===== src/design/rwsr_pkg.sv =====
// ---------------------------------------------------------------------------
// rwsr_pkg
// shared types and constants for the rigid warp squared residual unit
// ---------------------------------------------------------------------------
package rwsr_pkg;

  localparam int MapDim = 256;
  localparam int IdxBits = 8;
  localparam int PixBits = 16;
  localparam int AccBits = 48;
  localparam logic [PixBits-1:0] PixThresh = 16'd6554;
  localparam logic [AccBits-1:0] AccMax = {AccBits{1'b1}};

  localparam logic REQ_MAP = 1'b0;
  localparam logic REQ_FRAME = 1'b1;

  localparam logic [2:0] REG_COS = 3'd0;
  localparam logic [2:0] REG_SIN = 3'd1;
  localparam logic [2:0] REG_TX = 3'd2;
  localparam logic [2:0] REG_TY = 3'd3;
  localparam logic [2:0] REG_LEVEL = 3'd4;
  localparam logic [2:0] REG_ROWS = 3'd5;
  localparam logic [2:0] REG_COLS = 3'd6;

  typedef struct packed {
    logic req_type;
    logic [7:0] pixel_row;
    logic [7:0] pixel_col;
    logic [15:0] pixel_value;
    logic start_req;
    logic last_in;
  } in_item_t;

  typedef struct packed {
    logic [47:0] residual_sum;
    logic contributed;
    logic last_out;
  } out_item_t;

  typedef struct packed {
    logic signed [15:0] cos_theta;
    logic signed [15:0] sin_theta;
    logic signed [23:0] trans_x;
    logic signed [23:0] trans_y;
    logic [2:0] level;
    logic [8:0] map_rows;
    logic [8:0] map_cols;
  } cfg_t;

  // classified request handed from front to back
  typedef struct packed {
    logic is_map;
    logic active;
    logic in_bounds;
    logic [7:0] addr_row;
    logic [7:0] addr_col;
    logic [15:0] value;
    logic start_req;
    logic last_in;
  } cmd_t;

endpackage


===== src/design/rwsr_front.sv =====
// ---------------------------------------------------------------------------
// rwsr_front
// accepts requests, warps frame coordinates, hands commands to a queue
// ---------------------------------------------------------------------------
module rwsr_front (
  input  logic              clk,
  input  logic              rst,
  input  rwsr_pkg::cfg_t    cfg,
  input  logic              in_valid,
  output logic              in_ready,
  input  rwsr_pkg::in_item_t in_item,
  output logic              cmd_valid,
  input  logic              cmd_ready,
  output rwsr_pkg::cmd_t    cmd
);
  import rwsr_pkg::*;

  // stage 1: products, stage 2: sums and bounds
  logic v1;
  in_item_t it1;
  logic signed [33:0] pcx, psy, psx, pcy;
  logic signed [47:0] tx1, ty1;
  logic [8:0] rows1, cols1;
  logic v2;
  cmd_t cmd2;

  logic adv2, adv1;
  logic signed [8:0] x2, y2;
  logic signed [47:0] ax, ay, nax, nay;
  logic signed [25:0] mx, my;

  assign adv2 = !v2 || cmd_ready;
  assign adv1 = !v1 || adv2;
  assign in_ready = adv1;
  assign cmd_valid = v2;
  assign cmd = cmd2;

  assign x2 = $signed({in_item.pixel_row, 1'b1});
  assign y2 = $signed({in_item.pixel_col, 1'b1});

  always_ff @(posedge clk) begin
    if (rst) begin
      v1 <= 1'b0;
      v2 <= 1'b0;
    end else begin
      if (adv1) v1 <= in_valid;
      if (adv2) v2 <= v1;
    end
    if (adv1 && in_valid) begin
      it1 <= in_item;
      pcx <= 34'(cfg.cos_theta * $signed({1'b0, x2[8:0]}));
      psy <= 34'(cfg.sin_theta * $signed({1'b0, y2[8:0]}));
      psx <= 34'(cfg.sin_theta * $signed({1'b0, x2[8:0]}));
      pcy <= 34'(cfg.cos_theta * $signed({1'b0, y2[8:0]}));
      tx1 <= (48'(cfg.trans_x) <<< (5'd14 - 5'(cfg.level)));
      ty1 <= (48'(cfg.trans_y) <<< (5'd14 - 5'(cfg.level)));
      rows1 <= (cfg.map_rows > 9'd256) ? 9'd256 : cfg.map_rows;
      cols1 <= (cfg.map_cols > 9'd256) ? 9'd256 : cfg.map_cols;
    end
  end

  always_comb begin
    ax = (48'(pcx - psy) <<< 7) + tx1 + 48'sd2097152;
    ay = (48'(psx + pcy) <<< 7) + ty1 + 48'sd2097152;
    nax = -ax;
    nay = -ay;
    mx = ax[47] ? -26'(nax >>> 22) : 26'(ax >>> 22);
    my = ay[47] ? -26'(nay >>> 22) : 26'(ay >>> 22);
  end

  always_ff @(posedge clk) begin
    if (adv2 && v1) begin
      cmd2.is_map <= (it1.req_type == REQ_MAP);
      cmd2.active <= (it1.pixel_value >= PixThresh);
      cmd2.in_bounds <= !mx[25] && !my[25] && (mx < 26'(rows1)) && (my < 26'(cols1));
      cmd2.addr_row <= (it1.req_type == REQ_MAP) ? it1.pixel_row : mx[7:0];
      cmd2.addr_col <= (it1.req_type == REQ_MAP) ? it1.pixel_col : my[7:0];
      cmd2.value <= it1.pixel_value;
      cmd2.start_req <= it1.start_req;
      cmd2.last_in <= it1.last_in;
    end
  end

  a_v2_hold: assert property (@(posedge clk) disable iff (rst)
    v2 && !cmd_ready |=> v2 && $stable(cmd2))
    else $error("command changed while stalled");
  a_flow: assert property (@(posedge clk) disable iff (rst)
    v1 && adv2 |=> v2)
    else $error("stage two lost a request");
  a_ready: assert property (@(posedge clk) disable iff (rst)
    !v1 |-> in_ready)
    else $error("front stalled while empty");

endmodule


===== config.mk =====
export PLATFORM = sky130hd
export DESIGN_NAME = rwsr_front
export DESIGN_NICKNAME = d
export VERILOG_FILES = /design/src/design/rwsr_pkg.sv /design/src/design/rwsr_front.sv
export SDC_FILE = /design/constraint.sdc
export NUM_CORES = 2
export LEC_CHECK = 0
export BUFFER_PORTS_ARGS = -buffer_cell sky130_fd_sc_hd__buf_2
export CORE_MARGIN = 4
export CORE_UTILIZATION = 60
export CTS_CLUSTER_DIAMETER = 30
export DETAILED_ROUTE_END_ITERATION = 6
export PLACE_DENSITY = 0.87
export SLEW_MARGIN = 20
export SYNTH_ARGS = -nofsm -noshare
export SYNTH_HDL_FRONTEND = slang
export SYNTH_SLANG_ARGS = --single-unit

===== constraint.sdc =====
create_clock -name clk -period 9.65 [get_ports clk]
set_input_delay 0.4825 -clock clk [delete_from_list [all_inputs] [get_ports clk]]
set_output_delay 0.4825 -clock clk [all_outputs]
set_load 0.02 [all_outputs]

==> Yosys cells after proc, flatten, opt, wreduce, memory -nomap -nowiden <==
Cells that the tools add are included.
{ "word_totals": {"ff_bits": 292, "latchBits": 0, "ramBits": 0, "romBits": 0, "input_bits": 140, "output_inout_bits": 39, "wordCells": 62, "mem_count": 0} }
{ "classes": {"addsub": 11, "n_mul": 4, "div_mod_pow": 0, "magnitude_cmp": 5, "n_eq_ne": 0, "n_shift": 2, "muxes": 4, "n_bitwise": 1, "n_reduce_logical": 11} }
{ "ops": {"columns": ["op", "count"], "rows": [
  ["$mul 16x10->26", 4],
  ["$add 34x48->48", 2],
  ["$add 48x23->48 const B", 2],
  ["$neg 48->48", 2],
  ["$sshl 24x5->48", 2],
  ["$lt 26x9->1", 2],
  ["$mux 26", 2],
  ["$neg 26->26", 2],
  ["$add 26x26->27", 1],
  ["$sub 26x26->27", 1],
  ["$gt 9x9->1 const B", 2],
  ["$ge 16x13->1 const B", 1],
  ["$mux 8", 2],
  ["$logic_and 1x1->1", 5],
  ["$sub 4x3->5 const A", 1],
  ["$logic_not 1->1", 4],
  ["$logic_or 1x1->1", 2],
  ["$not 1->1", 1]
]} }

==> Logic depth before layout (Yosys ltp) <==
{ "logic_depth": {"depth_word": 10, "mapped_depth": 41, "mapped_depth_nobuf": 39} }

==> Least setup slack after synthesis <==
Ideal clock, no wire load.
{ "synth_timing": {"path_kind": "reg-to-reg", "startpoint": "register pcx[0]", "endpoint": "register cmd2 (netlist bit cmd[34]) (data pin)", "setup_ps": 158, "t_arrival_ps": 8096, "t_required_ps": 9492, "path_slack_ps": 1396, "path_stages_with_launch": 39, "n_path_buf": 1, "period_less_slack_ps": 8254, "cell_sequence": "edfxtp_1 inv_1 ha_1 fa_1 nor2b_1 o21ai_0 a21boi_0 o21ai_0 a21boi_0 o21ai_0 a21boi_0 o31a_1 o41ai_1 o21ai_0 or4b_2 a31o_2 a31o_2 a221oi_1 (+3 left out) o21bai_1 and2_1 a31oi_1 o21ai_0 o221a_2 o41a_1 buf_2 or2_2 nor2_1 xor2_1 ha_1 nand4_1 nor2_1 a2111oi_0 o21ai_0 a211oi_1 nand4_1 a211oi_2"} }
{ "synth_via": {"elab_chain_cells": 10, "word_cells_on_any_way": 11, "cone_classes": "add/sub (5); order compare (1); mux (1); reduce/logical (4)"} }
{ "synth_rtl": {"columns": ["element", "line", "source"], "rows": [
  ["from (decl)", "rwsr_front.sv:21", "logic signed [33:0] pcx, psy, psx, pcy;"],
  ["from (signal assigned)", "rwsr_front.sv:51", "pcx <= 34'(cfg.cos_theta * $signed({1'b0, x2[8:0]}));"],
  ["$sub 26x26->27 (*)", "rwsr_front.sv:63", "ax = (48'(pcx - psy) <<< 7) + tx1 + 48'sd2097152;"],
  ["$add 34x48->48 (*)", "rwsr_front.sv:63", null],
  ["$add 48x23->48 (*)", "rwsr_front.sv:63", null],
  ["$neg 48->48", "rwsr_front.sv:65", "nax = -ax;"],
  ["$neg 26->26", "rwsr_front.sv:67", "mx = ax[47] ? -26'(nax >>> 22) : 26'(ax >>> 22);"],
  ["$mux 26 (*)", "rwsr_front.sv:67", null],
  ["parallel branches: the longest is 2 deep, another holds $lt 26x9->1", null, null],
  ["$logic_and 1x1->1 (*) (2 in series)", "rwsr_front.sv:75", "cmd2.in_bounds <= !mx[25] && !my[25] && (mx < 26'(rows1)) && (my < 26'(cols1));"],
  ["to (decl)", "rwsr_front.sv:25", "cmd_t cmd2;"]
]} }
Every way passes the cells marked *.
A chain may end at the register's enable or synchronous reset.

==> Worst setup path in the final report <==
{ "layout_timing": {"startpoint": "register psx[1]", "endpoint": "register cmd2 (netlist bit cmd[34]) (data pin)"} }
{ "layout_via": {"elab_chain_cells": 10, "word_cells_on_any_way": 11, "cone_classes": "add/sub (5); order compare (1); mux (1); reduce/logical (4)"} }
{ "layout_rtl": {"columns": ["element", "line", "source"], "rows": [
  ["from (decl)", "rwsr_front.sv:21", null],
  ["from (signal assigned)", "rwsr_front.sv:53", "psx <= 34'(cfg.sin_theta * $signed({1'b0, x2[8:0]}));"],
  ["$add 26x26->27 (*)", "rwsr_front.sv:64", "ay = (48'(psx + pcy) <<< 7) + ty1 + 48'sd2097152;"],
  ["$add 34x48->48 (*)", "rwsr_front.sv:64", null],
  ["$add 48x23->48 (*)", "rwsr_front.sv:64", null],
  ["$neg 48->48", "rwsr_front.sv:66", "nay = -ay;"],
  ["$neg 26->26", "rwsr_front.sv:68", "my = ay[47] ? -26'(nay >>> 22) : 26'(ay >>> 22);"],
  ["$mux 26 (*)", "rwsr_front.sv:68", null],
  ["parallel branches: the longest is 3 deep, another holds $lt 26x9->1", null, null],
  ["$logic_and 1x1->1 (*)", "rwsr_front.sv:75", null]
]} }
Marked as above.

==> impl_metrics.env <==
export IMPL_status="complete, but fails checks"
export IMPL_violations="DRC"
export IMPL_drt_vias_per_instance=6.01
export IMPL_clock_path_buffers=3
export IMPL_crit_top_cell="a21oi_1"
export IMPL_die_w_um=267
export IMPL_drt_initial_drc_count=3070
export IMPL_layout_drive_gt1_share=0.0876
export IMPL_slowest_delay_ps=870
export IMPL_synth_cell_types=92
export IMPL_ctsHoldBuffers=0
export IMPL_r2r_start="psx[1]"
export IMPL_crit_type="register to register"
export IMPL_slew_headroom=0.273
export IMPL_setup_viol=0
export IMPL_gp_congestion=0.947
export IMPL_syn_inst=4236
export IMPL_cts_buffers=51
export IMPL_clk_latency_ps=620
export IMPL_tightest_slew_ps=1080
export IMPL_final_util=0.660
export IMPL_htreeDepth=2
export IMPL_crit_required_ps=10080
export IMPL_critPathCaptureType="register"
export IMPL_numPortBuffers=178
export IMPL_yosys_most_used_dff="edfxtp_1"
export IMPL_cts_sinks=272
export IMPL_maxCapViolations=0
export IMPL_hp_class="input port to register"
export IMPL_critPathArrivalTime_ps=9570
export IMPL_vias=31597
export IMPL_fin_crit_sh=0.948
export IMPL_drtPass1Iterations=7
export IMPL_cts_tree="built"
export IMPL_die_h_um=267
export IMPL_die_area_um2=71000
export IMPL_layout_common_cells="666 x inv_1, 492 x fa_1, 426 x ha_1"
export IMPL_ys_seq_elements=272
export IMPL_remaining_drc_errors=1
export IMPL_wl_um=105000
export IMPL_drt_wirelength_per_cell_um=20.1
export IMPL_fmax_mhz=109
export IMPL_finalNetCount=5402
export IMPL_grt_pass1_wl_um=167000
export IMPL_detailed_place_hpwl_um=79700
export IMPL_gr_usage_all_layers=0.296
export IMPL_antenna_found_initial=13
export IMPL_drv_slew=0
export IMPL_cp_slowest_cell="o41ai_1"
export IMPL_place_area_um2=41700
export IMPL_async_flop_share=0
export IMPL_placementRows=94
export IMPL_clk_pin_slew_ps=50
export IMPL_worstHoldStart="in_item[3]"
export IMPL_core_um2=66000
export IMPL_root_buffer="clkbuf_16"
export IMPL_overflow=0
export IMPL_startpoint_type="register"
export IMPL_crit_fanout=8
export IMPL_final_cells=5259
export IMPL_dp_cells=5150
export IMPL_yosysSeqAreaShare=0.203
export IMPL_crit_path_start="psx[1]"
export IMPL_synth_area_um2=40100
export IMPL_skew_ps=50.7
export IMPL_grt_pass1_vias=32229
export IMPL_start_util=0.608
export IMPL_ant_nets=0
export IMPL_fin_area_um2=43600
export IMPL_grt_max_degree=174
export IMPL_fin_crit_ps=9140
export IMPL_hold_viol=0
export IMPL_final_common_cell="inv_1"
export IMPL_avgSynthCellArea_um2=9.47
export IMPL_synth_edf_count=270
export IMPL_syn_to_final_growth_pct=8.62
export IMPL_fin_setup_tns_ps=0
export IMPL_io_pin_count=179
export IMPL_ys_warn_count=0
-- stage by stage --
stage,worst slack (ps),hold slack (ps)
final,506,61.6
after global routing,-45.8,47.8
after CTS,430,44.2
after global placement,989,401
after detailed placement,510,418
after floorplan,1400,400
-- flip-flops by register name (all words and copies together), names as in the netlist --
name,cells
psy,26
pcy,25
cmd_valid,1
it1,35
ty1,39
cmd,37
v1,1
pcx,26
psx,25
tx1,39
cols1,9
rows1,9
-- path summary, 6_finish.rpt --
path / cells after the start / to / slack (ps)
hold / removal: 1 / it1[3] / 60
setup / recovery: 36 / cmd[34] / 510
setup reg to reg: 36 / cmd[34] / 510
hold reg to reg: 0 / cmd[2] / 430
-- cells in the mapped netlist (6+ instances only) --
cell type / n / share of area
inv_1: 666 / 0.062
fa_1: 492 / 0.25
ha_1: 427 / 0.13
nand2_1: 350 / 0.033
and2_1: 342 / 0.053
edfxtp_1: 270 / 0.20
nor2_1: 236 / 0.022
a21oi_1: 193 / 0.024
xnor2_1: 150 / 0.033
clkbuf_1: 134 / 0.013
o21ai_0: 125 / 0.016
nor3_1: 67 / 0.0084
xor2_1: 60 / 0.013
nor2b_1: 53 / 0.0083
a21o_1: 52 / 0.0097
nand3_1: 52 / 0.0065
mux2i_1: 48 / 0.012
and3_1: 37 / 0.0058
a31oi_1: 34 / 0.0053
a211oi_1: 33 / 0.0062
mux2_2: 32 / 0.0090
o21a_1: 30 / 0.0056
nand2b_1: 24 / 0.0037
o211ai_1: 24 / 0.0045
nand4_1: 23 / 0.0036
o21bai_1: 23 / 0.0043
or3_1: 19 / 0.0030
or2_2: 15 / 0.0023
a21boi_0: 13 / 0.0024
nor4_1: 12 / 0.0019
a211o_1: 10 / 0.0022
mux4_2: 10 / 0.0056
o31ai_1: 10 / 0.0019
o41ai_1: 10 / 0.0022
o22ai_1: 9 / 0.0014
a31o_2: 8 / 0.0017
buf_1: 8 / 0.00075
o2111ai_1: 8 / 0.0017
a221o_1: 7 / 0.0017
nor3b_1: 7 / 0.0013
o31a_1: 7 / 0.0015
a2111oi_0: 6 / 0.0013
o2bb2ai_1: 6 / 0.0013
or4_1: 6 / 0.0011
-- what timing repair did --
item | 4_1_cts | 5_1_grt
setup buffers | 0 | 3
gates resized for setup | 0 | 9
setup endpoints to repair | 0 | 1
-- worst max-delay path, delay by kind of cell (launching register included) --
kind	cells	cell delay, ps
fa+ha+maj	4	1260
flops	1	390
xor+xnor	2	370
compound gates	22	5580
simple gates	8	1350
-- layout make-up --
| cell class | instances | area (um^2) |
|---|---|---|
| antenna | 11 | 27.5 |
| clock buffer | 54 | 1310 |
| timing repair buffer | 198 | 1070 |
| clock inverter | 40 | 459 |
| tap | 864 | 1080 |
| sequential | 272 | 8150 |
| fill | 4888 | 22400 |
| inverter | 667 | 2500 |
| multi-input combinational | 3153 | 29000 |
-- kinds of logic (layout without fill, tap and decap cells) --
| logic type | Yosys count | in the layout | synth area share |
|---|---|---|---|
| mux | 90 | 90 | 0.0266 |
| compound gates | 664 | 664 | 0.109 |
| xor+xnor | 210 | 210 | 0.0459 |
| flops | 272 | 272 | 0.203 |
| other cells | 1 | 13 | 0.0000935 |
| simple gates | 1268 | 1268 | 0.160 |
| fa+ha+maj | 919 | 919 | 0.379 |
| buf+inv | 812 | 959 | 0.0763 |
-- metal layers --
metal	up-vias	wire length [um]	global-route usage
li1	14333	-	-
met1	15462	41300	0.390
met2	1487	49300	0.474
met3	311	9130	0.0537
met4	4	5690	0.148
met5	-	27	0
Power is left out: the tool's default activity adds up to more than one toggle a clock period on the data nets, which glitch-free logic cannot reach.
