**config.mk**
```make
export PLATFORM = sky130hd
export DESIGN_NAME = rwsr_queue
export DESIGN_NICKNAME = d
export VERILOG_FILES = /design/src/design/rwsr_pkg.sv /design/src/design/rwsr_queue.sv
export SDC_FILE = /design/constraint.sdc
export NUM_CORES = 1
export LEC_CHECK = 0
export BUFFER_PORTS_ARGS = -buffer_cell sky130_fd_sc_hd__buf_2
export CAP_MARGIN = 10
export CORE_MARGIN = 8
export CORE_UTILIZATION = 37
export DETAILED_ROUTE_END_ITERATION = 8
export GPL_TIMING_DRIVEN = 0
export SYNTH_ARGS = -nofsm -noshare
export SYNTH_HDL_FRONTEND = slang
export SYNTH_SLANG_ARGS = --single-unit
```
**constraint.sdc**
```tcl
create_clock -name clk -period 2.8 [get_ports clk]
set_input_delay 0.56 -clock clk [delete_from_list [all_inputs] [get_ports clk]]
set_output_delay 0.56 -clock clk [all_outputs]
set_load 0.1 [all_outputs]
```
**src/design/rwsr_pkg.sv**
```systemverilog
// ---------------------------------------------------------------------------
// rwsr_pkg
// shared types and constants for the rigid warp squared residual unit
// ---------------------------------------------------------------------------
package rwsr_pkg;

  localparam int MapDim = 256;
  localparam int IdxBits = 8;
  localparam int PixBits = 16;
  localparam int AccBits = 48;
  localparam logic [PixBits-1:0] PixThresh = 16'd6554;
  localparam logic [AccBits-1:0] AccMax = {AccBits{1'b1}};

  localparam logic REQ_MAP = 1'b0;
  localparam logic REQ_FRAME = 1'b1;

  localparam logic [2:0] REG_COS = 3'd0;
  localparam logic [2:0] REG_SIN = 3'd1;
  localparam logic [2:0] REG_TX = 3'd2;
  localparam logic [2:0] REG_TY = 3'd3;
  localparam logic [2:0] REG_LEVEL = 3'd4;
  localparam logic [2:0] REG_ROWS = 3'd5;
  localparam logic [2:0] REG_COLS = 3'd6;

  typedef struct packed {
    logic req_type;
    logic [7:0] pixel_row;
    logic [7:0] pixel_col;
    logic [15:0] pixel_value;
    logic start_req;
    logic last_in;
  } in_item_t;

  typedef struct packed {
    logic [47:0] residual_sum;
    logic contributed;
    logic last_out;
  } out_item_t;

  typedef struct packed {
    logic signed [15:0] cos_theta;
    logic signed [15:0] sin_theta;
    logic signed [23:0] trans_x;
    logic signed [23:0] trans_y;
    logic [2:0] level;
    logic [8:0] map_rows;
    logic [8:0] map_cols;
  } cfg_t;

  // classified request handed from front to back
  typedef struct packed {
    logic is_map;
    logic active;
    logic in_bounds;
    logic [7:0] addr_row;
    logic [7:0] addr_col;
    logic [15:0] value;
    logic start_req;
    logic last_in;
  } cmd_t;

endpackage

```
**src/design/rwsr_queue.sv**
```systemverilog
// ---------------------------------------------------------------------------
// rwsr_queue
// short command queue between front and back
// ---------------------------------------------------------------------------
module rwsr_queue (
  input  logic           clk,
  input  logic           rst,
  input  logic           wr_valid,
  output logic           wr_ready,
  input  rwsr_pkg::cmd_t wr_data,
  output logic           rd_valid,
  input  logic           rd_ready,
  output rwsr_pkg::cmd_t rd_data
);
  import rwsr_pkg::*;

  cmd_t slots [4];
  logic [1:0] wp, rp;
  logic [2:0] count;
  logic do_wr, do_rd;

  assign wr_ready = count != 3'd4;
  assign rd_valid = count != 3'd0;
  assign rd_data = slots[rp];
  assign do_wr = wr_valid && wr_ready;
  assign do_rd = rd_valid && rd_ready;

  always_ff @(posedge clk) begin
    if (rst) begin
      wp <= '0;
      rp <= '0;
      count <= '0;
    end else begin
      if (do_wr) wp <= wp + 2'd1;
      if (do_rd) rp <= rp + 2'd1;
      count <= count + 3'(do_wr) - 3'(do_rd);
    end
    if (do_wr) slots[wp] <= wr_data;
  end

  a_count: assert property (@(posedge clk) disable iff (rst)
    count <= 3'd4)
    else $error("queue count overflow");
  a_ptr: assert property (@(posedge clk) disable iff (rst)
    (count == 3'd0 || count == 3'd4) |-> wp == rp)
    else $error("queue pointers inconsistent");
  a_inc: assert property (@(posedge clk) disable iff (rst)
    do_wr && !do_rd |=> count == $past(count) + 3'd1)
    else $error("queue count missed a write");

endmodule

```
; Yosys cells after proc, flatten, opt, wreduce, memory -nomap -nowiden
; Memory sizes are Yosys's and may differ from the RTL's. A register that Yosys moved wholly into a read port is not among the register bits.
; Index checks and enable logic that the tools add are counted.
[op_classes]
addsub = 4
eq_ne = 1
reduce_logical = 3
muxes = 4
[ops]
columns = cell, n
row1 = 2-bit by 1-bit adder with 2-bit output (second input constant), 2
row2 = 2-bit 2-to-1 mux, 2
row3 = 3-bit by 1-bit adder with 3-bit output, 1
row4 = 3-bit inequality test (second input constant), 1
row5 = 3-bit nonzero test, 1
row6 = 3-bit by 1-bit subtractor with 3-bit output, 1
row7 = 1-bit logical AND, 2
row8 = 1-bit 2-to-1 mux, 2
[totals]
memories = 1
ram_bits = 148
out_inout_bits = 39
elab_cells = 16
reg_bits = 7
inputBits = 41
[mem_list]
columns = memory, words, word_bits, read_ports, rd_ports_with_merged_regs, wr, line
row1 = slots, 4, 37, 1, 1, 1, rwsr_queue.sv:17  ; cmd_t slots [4];

; Longest topological paths before layout
; Gate-level depths: netlist (run 1).
[depth]
word_depth = 4
mapped_depth = 11
mapped_depth_nobuf = 11

; Least setup slack after synthesis (run 1)
; Ideal clock, no wire load.
[synth_path]
path_kind = input -> register
from = input port wr_valid
to = register count[2]
setup_slack_ns = 0.607
arrival_time_ns = 2.116
setup_ns = 0.078
path_stages = 10
required_ns = 2.722
n_path_buf = 0
cell_sequence = a21boi_2 inv_1 ha_1 inv_1 ha_1 inv_1 fa_1 xor2_1 and2_1 nor3_1
[synth_between]
elab_chain_cells = 3
[synth_lines]
columns = item, line
row1 = start: declaration, rwsr_queue.sv:8  ; input logic wr_valid,
row2 = 1-bit logical AND, rwsr_queue.sv:25  ; assign do_wr = wr_valid && wr_ready;
row3 = 3-bit by 1-bit adder with 3-bit output, rwsr_queue.sv:36  ; count <= count + 3'(do_wr) - 3'(do_rd);
row4 = 3-bit by 1-bit subtractor with 3-bit output, rwsr_queue.sv:36
row5 = end signal: assignment, rwsr_queue.sv:36
row6 = end: declaration, rwsr_queue.sv:19  ; logic [2:0] count;
; Every way passes these cells.
; A chain may end at the register's enable or synchronous reset.

==> impl_metrics.py, run 1 <==
metrics = {
    "route": {
        "wl_um": 10700,
        "top_layer": "met5",
        "vias": 2675,
        "routed-wl-met3_um": 620,
        "drtIter0Drc": 160,
        "vias_per_cell": 4.68,
        "drcViolationCount": 0,
        "wl_met2_um": 5530,
        "wl_per_cell_um": 18.7,
        "antenna_left": 0,
        "drt_first_pass_iters": 4,
        "wl_met1_um": 4370,
    },
    "placed_design": {
        "dp.cells": 540,
        "portBuffers": 78,
        "routabilityCongestion": 0.692,
        "place_hpwl_um": 6960,
        "placed_area_um2": 6610,
    },
    "synthesis": {
        "post-synth-top-count-cell": "edfxtp_1",
        "synthFlopType": "edfxtp_1",
        "synth_cell_types": 26,
        "ys_top_cells_by_area": "edfxtp_1 (76%), mux4_2 (12%), mux4_1 (3.1%)",
        "synth_top_area_share_pct": 75.8,
        "ys_ff_latch": 157,
        "synth_fp_nets": 290,
        "synth-seq-area-share_pct": 78.9,
        "synth-edff-count": 148,
        "synth_async_sr_flop_share_pct": 0,
        "yosys_warnings": 0,
        "syn_area_um2": 5860,
        "avgSynthCellArea_um2": 24.2,
        "synthCells": 242,
        "yosysTopAreaCell": "edfxtp_1",
        "synth_commonest_cells": "edfxtp_1 (148), mux4_2 (30), dfxtp_1 (9), nor2_1 (8), mux4_1 (7)",
    },
    "floorplanning": {
        "ioPinCount": 80,
        "start_util_pct": 37.3,
        "die_w_um": 142,
        "die_area_um2": 20100,
        "die_h_um": 142,
        "num_rows": 46,
        "core_um2": 15700,
    },
    "setup_path": {
        "worstPathRequired_ns": 2.24,
        "critPathBufInv": 3,
        "worst_setup_path_end_kind": "output port",
        "regToRegSetupSlack_ns": 0.39,
        "critPathSlowestCell": "buf_2",
        "slowest_delay_ns": 0.42,
        "crit_arrival_ns": 2.01,
        "crit_path_start_kind": "flip-flop",
        "crit_type": "reg2out",
        "cp_common_cell": "buf_2",
        "crit_chain": "clkbuf_2 > buf_2 > mux4_2 > buf_2",
        "cp_max_fo": 10,
        "cpLargestDelayFamily": "buffers and inverters",
    },
    "clock_tree": {
        "ctsHoldBuffers": 0,
        "post_cts_resized": 0,
        "insertion_delay_ns": 0.41,
        "cts.sinks": 157,
        "cts_setup_buffers": 0,
        "htreeDepth": 4,
        "cts_max_path_buffers": 2,
        "cts-root-buf": "clkbuf_16",
        "cts_tree": "yes",
        "cts_buffers": 17,
        "path_clk_slew_ns": 0.06,
    },
    "finish": {
        "layout.cells.non_filler": 572,
        "synthToLayoutAreaGrowth_pct": 22.3,
        "drive_above_1_share_pct": 41.3,
        "antenna_cells": 0,
        "fin_area_um2": 7170,
        "fin_nets": 391,
    },
    "run": {
        "max-cap-violations": 0,
    },
    "timing": {
        "min_period_ns": 2.57,
        "post-route-period-util_pct": 91.8,
        "report.final.slew_viol_count": 0,
        "tightest_slew_ns": 0.543,
        "timing.fmax_mhz": 389,
        "hold_viol": 0,
        "finalSetupViolations": 0,
        "setup_tns_ns": 0,
        "slew_headroom_pct": 63.8,
        "timing.hold.ws_ns": 0.361,
        "rsz0062_at_grt": "no",
        "finClkSkew_ns": 0.00556,
    },
    "min_path": {
        "hold_path_class": "in2reg",
    },
    "grt": {
        "antenna_found_initial": 2,
        "grt_pass1_vias": 2950,
        "grt_max_degree": 22,
        "track_usage_pct": 11.5,
        "grt_overflow": 0,
        "grt_pass1_wl_um": 16700,
    },
    "run_status": {
        "status": "complete, no violations",
    },
}
-- path summary, 6_finish.rpt --
path                            cells past startpoint            to         from
worst max register to register                     11      count[2]     count[1]
worst min-delay path                                1  slots[3][23]  wr_data[23]
worst min register to register                      2         wp[1]        wp[1]
worst max-delay path                                4    rd_data[7]    flip-flop
-- cell usage in the layout, fill, tap and decap left out, types with 2 or more instances in the layout --
cell type | netlist | layout
and2_2 | 0 | 4
buf_12 | 3 | 7
buf_2 | 3 | 81
bufinv_16 | 0 | 3
clkbuf_1 | 1 | 3
clkbuf_16 | 0 | 17
clkinv_1 | 0 | 9
dfxtp_1 | 9 | 9
edfxtp_1 | 148 | 148
ha_1 | 6 | 6
inv_1 | 5 | 5
mux4_1 | 7 | 7
mux4_2 | 30 | 30
nand2b_1 | 2 | 2
nor2_1 | 8 | 8
xor2_1 | 2 | 2
-- state kept, by name, indices dropped and copies added, names as in the netlist, named ones only --
signal / cells
wp: 2
count: 3
rp: 2
slots: 148
-- cells by family after synthesis --
kind of cell | after synthesis | share of synthesized area [%]
compound gates | 3 | 0.491
xor+xnor | 3 | 0.448
fa+ha+maj | 7 | 1.62
buf+inv | 14 | 1.94
flops | 157 | 78.9
mux | 39 | 15.0
simple gates | 19 | 1.62
-- metal layers --
layer	track usage, %	vias to the layer above
li1	-	1215
met1	12.8	1380
met2	19.0	62
met3	5.24	14
met4	4.58	4
met5	0	-
-- worst register-to-register path, delay by kind of cell, from the launching register on --
kind                       cells  cell delay, ns
AOI/OAI and AO/OA              1            0.33
and+or+nand+nor                3            0.40
xor gates and xnor gates       1            0.16
buffers and inverters          3            0.18
DFF                            1            0.45
adders and majority gates      3            0.81
-- per-stage QoR --
| stage | worst slack, ns | utilization (%) |
|---|---|---|
| floorplan | 0.607 | - |
| global placement | -0.272 | 41.5 |
| detailed placement | 0.325 | 42.1 |
| CTS | 0.144 | 45.6 |
| global route | 0.0943 | 45.6 |
| finish | 0.231 | 45.6 |
-- area by class of cell --
class,instances,area [µm²]
buffer,9,95.1
clock buffer,19,433
clock inverter,13,129
fill,1346,8540
inverter,5,18.8
multi-input combinational,71,1130
sequential,157,4620
tap,216,270
timing repair buffer,82,470
Power of run 1 is left out: the tool's default activity adds up to more than one toggle a clock period on the data nets, which glitch-free logic cannot reach.
==> run 2, diff against run 1 <==
Settings changed: CORE_ASPECT_RATIO set to 0.5.
==> run 2 against run 1 <==
Net effect: register-to-register slack barely moved; via count is 0.11% higher; utilization grew 0.66 points; non-clock buffer count unchanged.
==> impl_metrics.py, run 2 (synthesized netlist as in run 1, its figures left out) <==
metrics = {
    "setup_path": {
        "slowest_delay_ns": 0.43,
        "crit_chain": "clkbuf_2 > buf_2 > mux4_2 > buf_2",
        "crit_type": "reg2out",
        "worst_setup_path_end_kind": "output port",
        "reg2reg_from": "count[1]",
        "critPathSlowestCell": "buf_2",
        "crit_path_start_kind": "flip-flop",
        "worstPathRequired_ns": 2.24,
        "crit_arrival_ns": 2.03,
        "critPathBufInv": 3,
        "cp_common_cell": "buf_2",
        "r2r-end": "count[2]",
        "cpLargestDelayFamily": "buffers and inverters",
        "cp_max_fo": 10,
        "regToRegSetupSlack_ns": 0.38,
        "r2r.worst_path.cells": 11,
    },
    "floorplanning": {
        "die_h_um": 105,
        "die_w_um": 194,
        "ioPinCount": 80,
        "die_area_um2": 20400,
        "num_rows": 32,
        "core_um2": 15500,
        "start_util_pct": 37.9,
    },
    "run": {
        "max-cap-violations": 0,
    },
    "min_path": {
        "hp-start": "wr_data[24]",
        "hold_path_class": "in2reg",
        "hold-path-cell-count": 1,
        "hold_path_end": "slots[1][24]",
    },
    "clock_tree": {
        "cts_tree": "yes",
        "htreeDepth": 4,
        "ctsHoldBuffers": 0,
        "insertion_delay_ns": 0.40,
        "path_clk_slew_ns": 0.06,
        "cts-root-buf": "clkbuf_16",
        "cts_setup_buffers": 0,
        "post_cts_resized": 0,
        "cts_max_path_buffers": 2,
        "cts.sinks": 157,
        "cts_buffers": 17,
    },
    "timing": {
        "setup_slack_ns": 0.207,
        "min_period_ns": 2.59,
        "tightest_slew_ns": 0.526,
        "finalSetupViolations": 0,
        "report.final.slew_viol_count": 0,
        "post-route-period-util_pct": 92.6,
        "slew_headroom_pct": 65.0,
        "timing.fmax_mhz": 386,
        "rsz0062_at_grt": "no",
        "finClkSkew_ns": 0.0126,
        "hold_viol": 0,
    },
    "grt": {
        "grt_pass1_wl_um": 17400,
        "grt_overflow": 0,
        "grt_max_degree": 22,
        "track_usage_pct": 11.1,
        "antenna_found_initial": 1,
        "grt_pass1_vias": 3074,
    },
    "finish": {
        "synthToLayoutAreaGrowth_pct": 22.0,
        "final_common_cell": "edfxtp_1",
        "drive_above_1_share_pct": 44.1,
        "fin_nets": 391,
        "n_fill_cell": 1322,
        "layout_common_cells": "edfxtp_1 (148), buf_2 (81), mux4_2 (30)",
        "antenna_cells": 0,
        "reg_top3": "slots (148), count (3)",
        "largest_register": "slots",
        "largest_reg_flops": 148,
    },
    "placed_design": {
        "dp_slack_ns": 0.302,
        "portBuffers": 78,
        "routabilityCongestion": 0.640,
        "place_hpwl_um": 7390,
    },
    "route": {
        "drcViolationCount": 0,
        "drt_first_pass_iters": 5,
        "drtIter0Drc": 120,
        "wl_um": 10800,
        "vias": 2678,
        "vias_per_cell": 4.78,
        "wl_per_cell_um": 19.3,
        "antenna_left": 0,
    },
    "run_status": {
        "status": "complete, no violations",
    },
}
run 2: worst reg2reg max path, delay by kind of cell, from the launching register on:
kind | cells | cell delay [ns]
AOI/OAI and AO/OA | 1 | 0.31
xor gates and xnor gates | 1 | 0.16
adders and majority gates | 3 | 0.81
buffers and inverters | 3 | 0.19
DFF | 1 | 0.46
and+or+nand+nor | 3 | 0.42
run 2: layout make-up:
cell class	instances	area, µm²	share of cell area, %
Clock inverter	15	135	1.89
Multi-Input combinational cell	71	1130	15.8
Timing Repair Buffer	82	470	6.57
Tap cell	204	255	3.57
Sequential cell	157	4620	64.6
Clock buffer	17	425	5.95
Inverter	5	18.8	0.262
Buffer	9	95.1	1.33
run 2: how the worst max path moves through the flow:
stage,startpoint,endpoint,slack [ns],cells past startpoint
2_1_floorplan,wr_valid,count[2],0.61,10
3_3_place_gp,wr_valid,slots[3][23],-0.10,3
3_5_place_dp,wr_valid,count[2],0.30,11
4_1_cts,flip-flop,rd_data[27],0.16,4
5_1_grt,flip-flop,rd_data[27],0.1,4
6_report,flip-flop,rd_data[27],0.21,4
run 2: stage by stage:
stage | TNS, ns | utilization [%] | cells | hold WS [ns] | instance area (µm²)
after detailed placement | 0 | 42.7 | 528 | 0.520 | 6600
final | 0 | 46.3 | 560 | 0.366 | 7160
after global routing | 0 | 46.3 | 560 | 0.348 | 7160
after CTS | 0 | 46.3 | 560 | 0.348 | 7160
after floorplan | 0 | - | 242 | 0.482 | 5860
after global placement | -14.82 | 42.1 | 524 | 0.492 | 6510
run 2: routing by layer:
layer | global-route usage, % | part of all wire, % | vias to the layer above
met3 | 2.50 | 2.8 | 10
met4 | 4.23 | 1.1 | 2
li1 | - | - | 1216
met2 | 19.3 | 53 | 38
met1 | 13.5 | 43 | 1412
met5 | 0 | 0.074 | -
Power of run 2 is left out for the same reason.
==> run 3, diff against run 2 <==
Settings changed: PLACE_DENSITY set to 0.53.
==> run 3 against run 2 <==
Net effect: non-clock buffer count did not move; routed wire length shrank 2.1%; global-route usage down 0.42 points; highest routed layer unchanged; die area stayed put; flip-flop and latch count unchanged.
==> impl_metrics.py, run 3 (synthesized netlist as in run 1, its figures left out) <==
metrics = {
    "finish": {
        "reg_top3": "slots (148), count (3)",
        "final_util_pct": 46.5,
        "layout_common_cells": "edfxtp_1 (148), buf_2 (81), mux4_2 (30)",
        "n_fill_cell": 1313,
        "antenna_cells": 0,
        "final_common_cell": "edfxtp_1",
        "largest_register": "slots",
        "synthToLayoutAreaGrowth_pct": 22.6,
        "fin_nets": 391,
        "drive_above_1_share_pct": 43.7,
        "layout.cells.non_filler": 559,
        "largest_reg_flops": 148,
    },
    "clock_tree": {
        "htreeDepth": 4,
        "cts_max_path_buffers": 2,
        "cts_buffers": 17,
        "ctsHoldBuffers": 0,
        "cts_setup_buffers": 0,
        "cts-root-buf": "clkbuf_16",
        "cts.sinks": 157,
        "path_clk_slew_ns": 0.06,
        "insertion_delay_ns": 0.41,
        "cts_tree": "yes",
        "post_cts_resized": 0,
    },
    "placed_design": {
        "place_hpwl_um": 7160,
        "portBuffers": 78,
        "routabilityCongestion": 0.622,
        "dp.cells": 528,
        "dp_slack_ns": 0.329,
    },
    "timing": {
        "timing.hold.ws_ns": 0.366,
        "min_period_ns": 2.56,
        "tightest_slew_ns": 0.503,
        "report.final.slew_viol_count": 0,
        "post-route-period-util_pct": 91.4,
        "timing.fmax_mhz": 391,
        "finalSetupViolations": 0,
        "finClkSkew_ns": 0.0107,
        "rsz0062_at_grt": "no",
        "setup_slack_ns": 0.241,
        "slew_headroom_pct": 66.7,
        "hold_viol": 0,
    },
    "setup_path": {
        "slowest_delay_ns": 0.43,
        "critPathSlowestCell": "buf_2",
        "worst_setup_path_end_kind": "output port",
        "cpLargestDelayFamily": "buffers and inverters",
        "crit_path_start_kind": "flip-flop",
        "cp_max_fo": 10,
        "critPathBufInv": 3,
        "worstPathRequired_ns": 2.24,
        "crit_type": "reg2out",
        "r2r.worst_path.cells": 11,
        "reg2reg_from": "count[1]",
        "crit_arrival_ns": 2.00,
        "regToRegSetupSlack_ns": 0.43,
        "r2r-end": "count[2]",
        "crit_chain": "clkbuf_2 > buf_2 > mux4_2 > buf_2",
        "cp_common_cell": "buf_2",
    },
    "grt": {
        "grt_pass1_vias": 3000,
        "grt_max_degree": 30,
        "grt_pass1_wl_um": 16500,
        "grt_overflow": 0,
        "track_usage_pct": 10.7,
        "antenna_found_initial": 1,
    },
    "route": {
        "wl_per_cell_um": 18.9,
        "drt_first_pass_iters": 4,
        "wl_um": 10600,
        "vias": 2635,
        "antenna_left": 0,
        "drcViolationCount": 0,
        "vias_per_cell": 4.71,
        "drtIter0Drc": 145,
    },
    "min_path": {
        "hp-start": "wr_data[21]",
        "hold_path_end": "slots[2][21]",
        "hold_path_class": "in2reg",
        "hold-path-cell-count": 1,
    },
    "floorplanning": {
        "core_um2": 15500,
        "ioPinCount": 80,
        "die_w_um": 194,
        "die_area_um2": 20400,
        "die_h_um": 105,
        "start_util_pct": 37.9,
        "num_rows": 32,
    },
    "run_status": {
        "status": "complete, no violations",
    },
    "run": {
        "max-cap-violations": 0,
    },
}
[run 3: changes by cell type in the layout (fill, tap and decap cells not counted)]
cell,previous run,this run
clkinv_4,1,2
clkinv_1,1,0
inv_6,6,3
clkbuf_1,1,3
bufinv_16,1,3
clkinvlp_4,4,3
clkinv_2,2,1
[run 3: layer usage]
layer  up-vias  track usage, %  routed length, µm
li1       1218               -                  -
met1      1360            12.2               4500
met2        49            18.6               5560
met3         6            3.59                466
met4         2            3.90                 49
met5         -               0                 10
[run 3: worst max-delay path by stage]
| stage | startpoint | end | slack, ns | cells after the start |
|---|---|---|---|---|
| floorplan | wr_valid | count[2] | 0.61 | 10 |
| detailed placement | wr_valid | count[2] | 0.33 | 11 |
| global placement | wr_valid | slots[0][9] | -0.21 | 3 |
| global route | flip-flop | rd_data[18] | 0.1 | 4 |
| CTS | flip-flop | rd_data[6] | 0.18 | 4 |
| finish | flip-flop | rd_data[18] | 0.24 | 4 |
[run 3: cell type report]
class,instances,area (µm²),share of cell area [%]
plain buffers,9,95.1,1.32
clock buffers,19,433,6.02
clock inverters,12,161,2.25
inverters,5,18.8,0.261
multi-input cells,71,1130,15.7
flip-flops and latches,157,4620,64.3
well taps,204,255,3.55
repair buffers,82,470,6.54
[run 3: per-stage QoR]
stage          instance area [µm²]  TNS, ns
6_report                      7190        0
5_1_grt                       7190        0
4_1_cts                       7190        0
3_5_place_dp                  6600        0
3_3_place_gp                  6510   -28.31
2_1_floorplan                 5860        0
[run 3: worst reg2reg max path: stages (launching register included)]
cell and delay, ns:
dfxtp_1 0.44, nor2_1 0.11, a21boi_2 0.29, inv_1 0.08, ha_1 0.29, inv_1 0.06
ha_1 0.13, inv_1 0.05, fa_1 0.38, xor2_1 0.17, and2_1 0.16, nor3_1 0.12
Power of run 3 is left out for the same reason.
